<file path="config.mk">
export PLATFORM = sky130hd
export DESIGN_NAME = lzss_ctrl
export DESIGN_NICKNAME = d
export VERILOG_FILES = /design/src/hw/rtl/lzss_pkg.sv /design/src/hw/rtl/lzss_ctrl.sv
export SDC_FILE = /design/constraint.sdc
export NUM_CORES = 1
export LEC_CHECK = 0
export BUFFER_PORTS_ARGS = -buffer_cell sky130_fd_sc_hd__buf_2
export CAP_MARGIN = 10
export CORE_AREA = 2 2 39 41
export DETAILED_ROUTE_END_ITERATION = 8
export DIE_AREA = 0 0 41 43
export GPL_ROUTABILITY_DRIVEN = 0
export PLACE_DENSITY = 0.42
export SKIP_LAST_GASP = 1
export SLEW_MARGIN = 20
export SYNTH_ARGS = -nofsm -noshare
export SYNTH_HDL_FRONTEND = slang
export SYNTH_SLANG_ARGS = --single-unit
</file>
<file path="constraint.sdc">
create_clock -name clk -period 2 [get_ports clk]
set_input_delay 0.2 -clock clk [delete_from_list [all_inputs] [get_ports clk]]
set_output_delay 0.2 -clock clk [all_outputs]
set_load 0.01 [all_outputs]
</file>
<file path="src/hw/rtl/lzss_pkg.sv">
// lzss_pkg: shared types, constants and command/status structs for the lzss stream decoder
// no dependencies
package lzss_pkg;

  localparam int HistAw = 16;
  localparam int HistDepth = 1 << HistAw;
  localparam int BytesPerResult = 8;
  localparam int CntW = 4;

  localparam logic [7:0] LongOffMark = 8'h80;
  localparam logic [1:0] StatData = 2'd0;
  localparam logic [1:0] StatEnd = 2'd1;
  localparam logic [1:0] StatErr = 2'd2;

  typedef enum logic [1:0] {
    PH_FLAG, PH_TOKEN, PH_OFF_LOW, PH_LENGTH
  } phase_t;

  typedef enum logic [2:0] {
    S_IDLE, S_COPY_RD, S_COPY_WR, S_DONE
  } ctrl_state_t;

  typedef struct packed {
    logic [7:0] in_byte;
    logic       end_of_input;
  } in_item_t;

  typedef struct packed {
    logic [63:0]     out_bytes;
    logic [CntW-1:0] out_count;
    logic            last;
    logic [1:0]      status;
  } out_item_t;

  typedef struct packed {
    logic take;     // process the accepted input item
    logic copy_rd;  // read one history byte
    logic copy_wr;  // write, pack and maybe emit one copied byte
  } lzss_cmd_t;

  typedef struct packed {
    logic start_copy;  // current item opens a non-empty copy
    logic last_byte;   // one copied byte remains
    logic fill;        // next packed byte fills the word
    logic out_free;    // output register can take a result
  } lzss_stat_t;

endpackage

</file>
<file path="src/hw/rtl/lzss_ctrl.sv">
// lzss_ctrl: controller state machine sequencing item intake and byte copies
// depends on lzss_pkg
module lzss_ctrl (
  input  logic                clk,
  input  logic                rst,
  input  logic                in_valid,
  input  lzss_pkg::in_item_t  in_item,
  output logic                in_stall,
  input  lzss_pkg::lzss_stat_t stat,
  output lzss_pkg::lzss_cmd_t cmd
);
  import lzss_pkg::*;

  ctrl_state_t state, state_next;

  // state register
  always_ff @(posedge clk) begin
    if (rst) begin
      state <= S_IDLE;
    end else begin
      state <= state_next;
    end
  end

  // next state and commands
  always_comb begin
    state_next = state;
    cmd = '0;
    in_stall = 1'b1;
    case (state)
      S_IDLE: begin
        in_stall = !stat.out_free;
        if (in_valid && stat.out_free) begin
          cmd.take = 1'b1;
          if (in_item.end_of_input) begin
            state_next = S_DONE;
          end else if (stat.start_copy) begin
            state_next = S_COPY_RD;
          end
        end
      end
      S_COPY_RD: begin
        cmd.copy_rd = 1'b1;
        state_next = S_COPY_WR;
      end
      S_COPY_WR: begin
        // hold when a result is due and the output is still full
        if (!((stat.last_byte || stat.fill) && !stat.out_free)) begin
          cmd.copy_wr = 1'b1;
          state_next = stat.last_byte ? S_IDLE : S_COPY_RD;
        end
      end
      S_DONE: begin
        // items after the end are taken and dropped
        in_stall = 1'b0;
      end
      default: begin
        state_next = S_IDLE;
      end
    endcase
  end

endmodule

</file>
==> flow_summary.ini <==
[run_status]
status = finished clean

[grt]
grt_remaining_overflow = 0
grt_max_degree = 9
grt_pass1_wl_um = 614
first_global_vias = 121
antenna_found_initial = 0
grtUsageTotal_pct = 6.41

[clocking]
cts_buffer_depth = 2
clk_pin_slew_worst_paths_ns = 0.03
cts_setup_buffers = 0
cts.repair.resized = 0
hold_buffers = 0
htree_levels = 1
cts_root_buffer = clkbuf_4
worstSkewPairLatency_ns = 0.22
cts_tree = built
cts_num_sinks = 2
numCtsBuffers = 3

[sta]
max_slew_margin_pct = 69.1
skew_ns = 0.00442
fin_crit_sh_pct = 63.2
rsz0062_at_grt = no
setup_viol = 0
tns_ns = 0
fin_hold_ws_ns = 0.158
fmax_mhz = 791
fin_crit_ns = 1.26
fin_ws_ns = 0.736
report.final.slew_viol_count = 0
worstMarginPinSlew_ns = 0.458
finalHoldViolCount = 0

[route]
routed_wl_um = 415
wl_per_cell_um = 9.02
drc = 0
routed.top_layer = met3
vias = 173
drtIter0Drc = 7
route.met3.wl_um = 89
wl_met1_um = 234
ant_nets = 0
first_pass_iters = 2
viasPerCell = 3.76
route.met2.wl_um = 91

[setup_path]
r2r_slack_ns = 0.96
r2r_cells = 2
crit_arrival_ns = 1.06
crit_start = state[1]
reg2reg_from = state[0]
cp-end-kind = output port
critPathKind = flop to output port
critPathLaunchType = flop
cp-endpoint = cmd[2]
critPathRequiredTime_ns = 1.80
worstReg2RegEnd = state[0]
worstPathMaxFanout = 8

[synth]
synth.distinct_cells = 12
syn_nets = 32
netlist.area_leader.share_pct = 27.4
synth_area_um2 = 146
yosysSeqAreaShare_pct = 27.4
yosys.area.top_type = dfxtp_1
ys_warn_count = 0
syn_area_per_cell_um2 = 9.15
synthTopCellsByArea = dfxtp_1, a21oi_1, nor3b_1
synth_seq_cells = 2
synthCells = 16

[layout]
drive_gt1_share_pct = 56.7
layout_common_cells = buf_2, a21oi_1, clkbuf_4
n_fill_cell = 155
top_register = state
num-nets-final = 48
mostFrequentLayoutCell = buf_2
largest_reg_flops = 2
top_regs = state: 2 flops
syn_to_final_growth_pct = 66.7
fin_cells = 46
final_util_pct = 17.6
n_antenna_cell = 0

[place]
io_buffers = 11
dp_worst_setup_slack_ns = 0.935
dp.cells = 43

[floorplanning]
initial_core_util_pct = 10.6
ioPinCount = 20
core_area_mm2 = 0.00138
dieArea_mm2 = 0.00176
die_y_um = 43
die_x_um = 41
num_rows = 14

[worst_hold_path]
hp-class = input pin to flop
worstHoldStart = rst

[flow_run]
drv_cap = 0

[power]
vdd_drop_max_mv = 0.394
p_leak_nw = 0.116
powerDensity_mw_per_mm2 = 691
metrics by stage:
stage | instance area (um^2) | power [mW]
6_report | 244 | 0.169
3_3_place_gp | 221 | 0.0809
2_1_floorplan | 146 | 0.0634
4_1_cts | 244 | 0.174
3_5_place_dp | 221 | 0.0803
5_1_grt | 244 | 0.187
synthesized netlist by cell type:
master and count:
a21oi_1 3, dfxtp_1 2, nor3b_1 2, a21oi_2 1, and2b_2 1, and4bb_1 1
inv_1 1, nand2b_1 1, nand4b_1 1, o21ai_2 1, o21ba_1 1, o311ai_0 1
critical path: stages, from the launching register on:
cell,delay (ns)
dfxtp_1,0.42
and4bb_1,0.27
buf_2,0.15
report_power, final:
part	switching, mW	internal, mW
registers	0.00423	0.0428
logic	0.0150	0.0178
clock network	0.0226	0.0661
per-layer routing:
metal  global-route usage (%)  vias to the layer above
li1                         -                       94
met1                     9.55                       65
met2                     2.81                       14
met3                     9.95                        0
met4                     4.00                        0
met5                        0                        -
area by class of cell:
class | instances | area [um^2] | area share [%]
multi-input cells | 13 | 103 | 42.1
clock buffers | 3 | 22.5 | 9.23
flip-flops and latches | 2 | 40.0 | 16.4
inverters | 1 | 3.75 | 1.54
well taps | 16 | 20.0 | 8.21
repair buffers | 11 | 55.1 | 22.6
kinds of logic after synthesis:
family,share of synthesized area [%]
AOI/OAI and AO/OA,35.0
and+or+nand+nor,35.0
DFF,27.4
buffers and inverters,2.56
how the worst min path moves through the flow:
stage                     cells after the start  endpoint  slack [ns]
after CTS                                     2  state[0]        0.15
after detailed placement                      2  state[0]        0.39
after global placement                        2  state[0]        0.38
final                                         2  state[0]        0.16
after floorplan                               1  state[0]        0.26
after global routing                          2  state[0]        0.14
(Power assumes the default switching activity.)
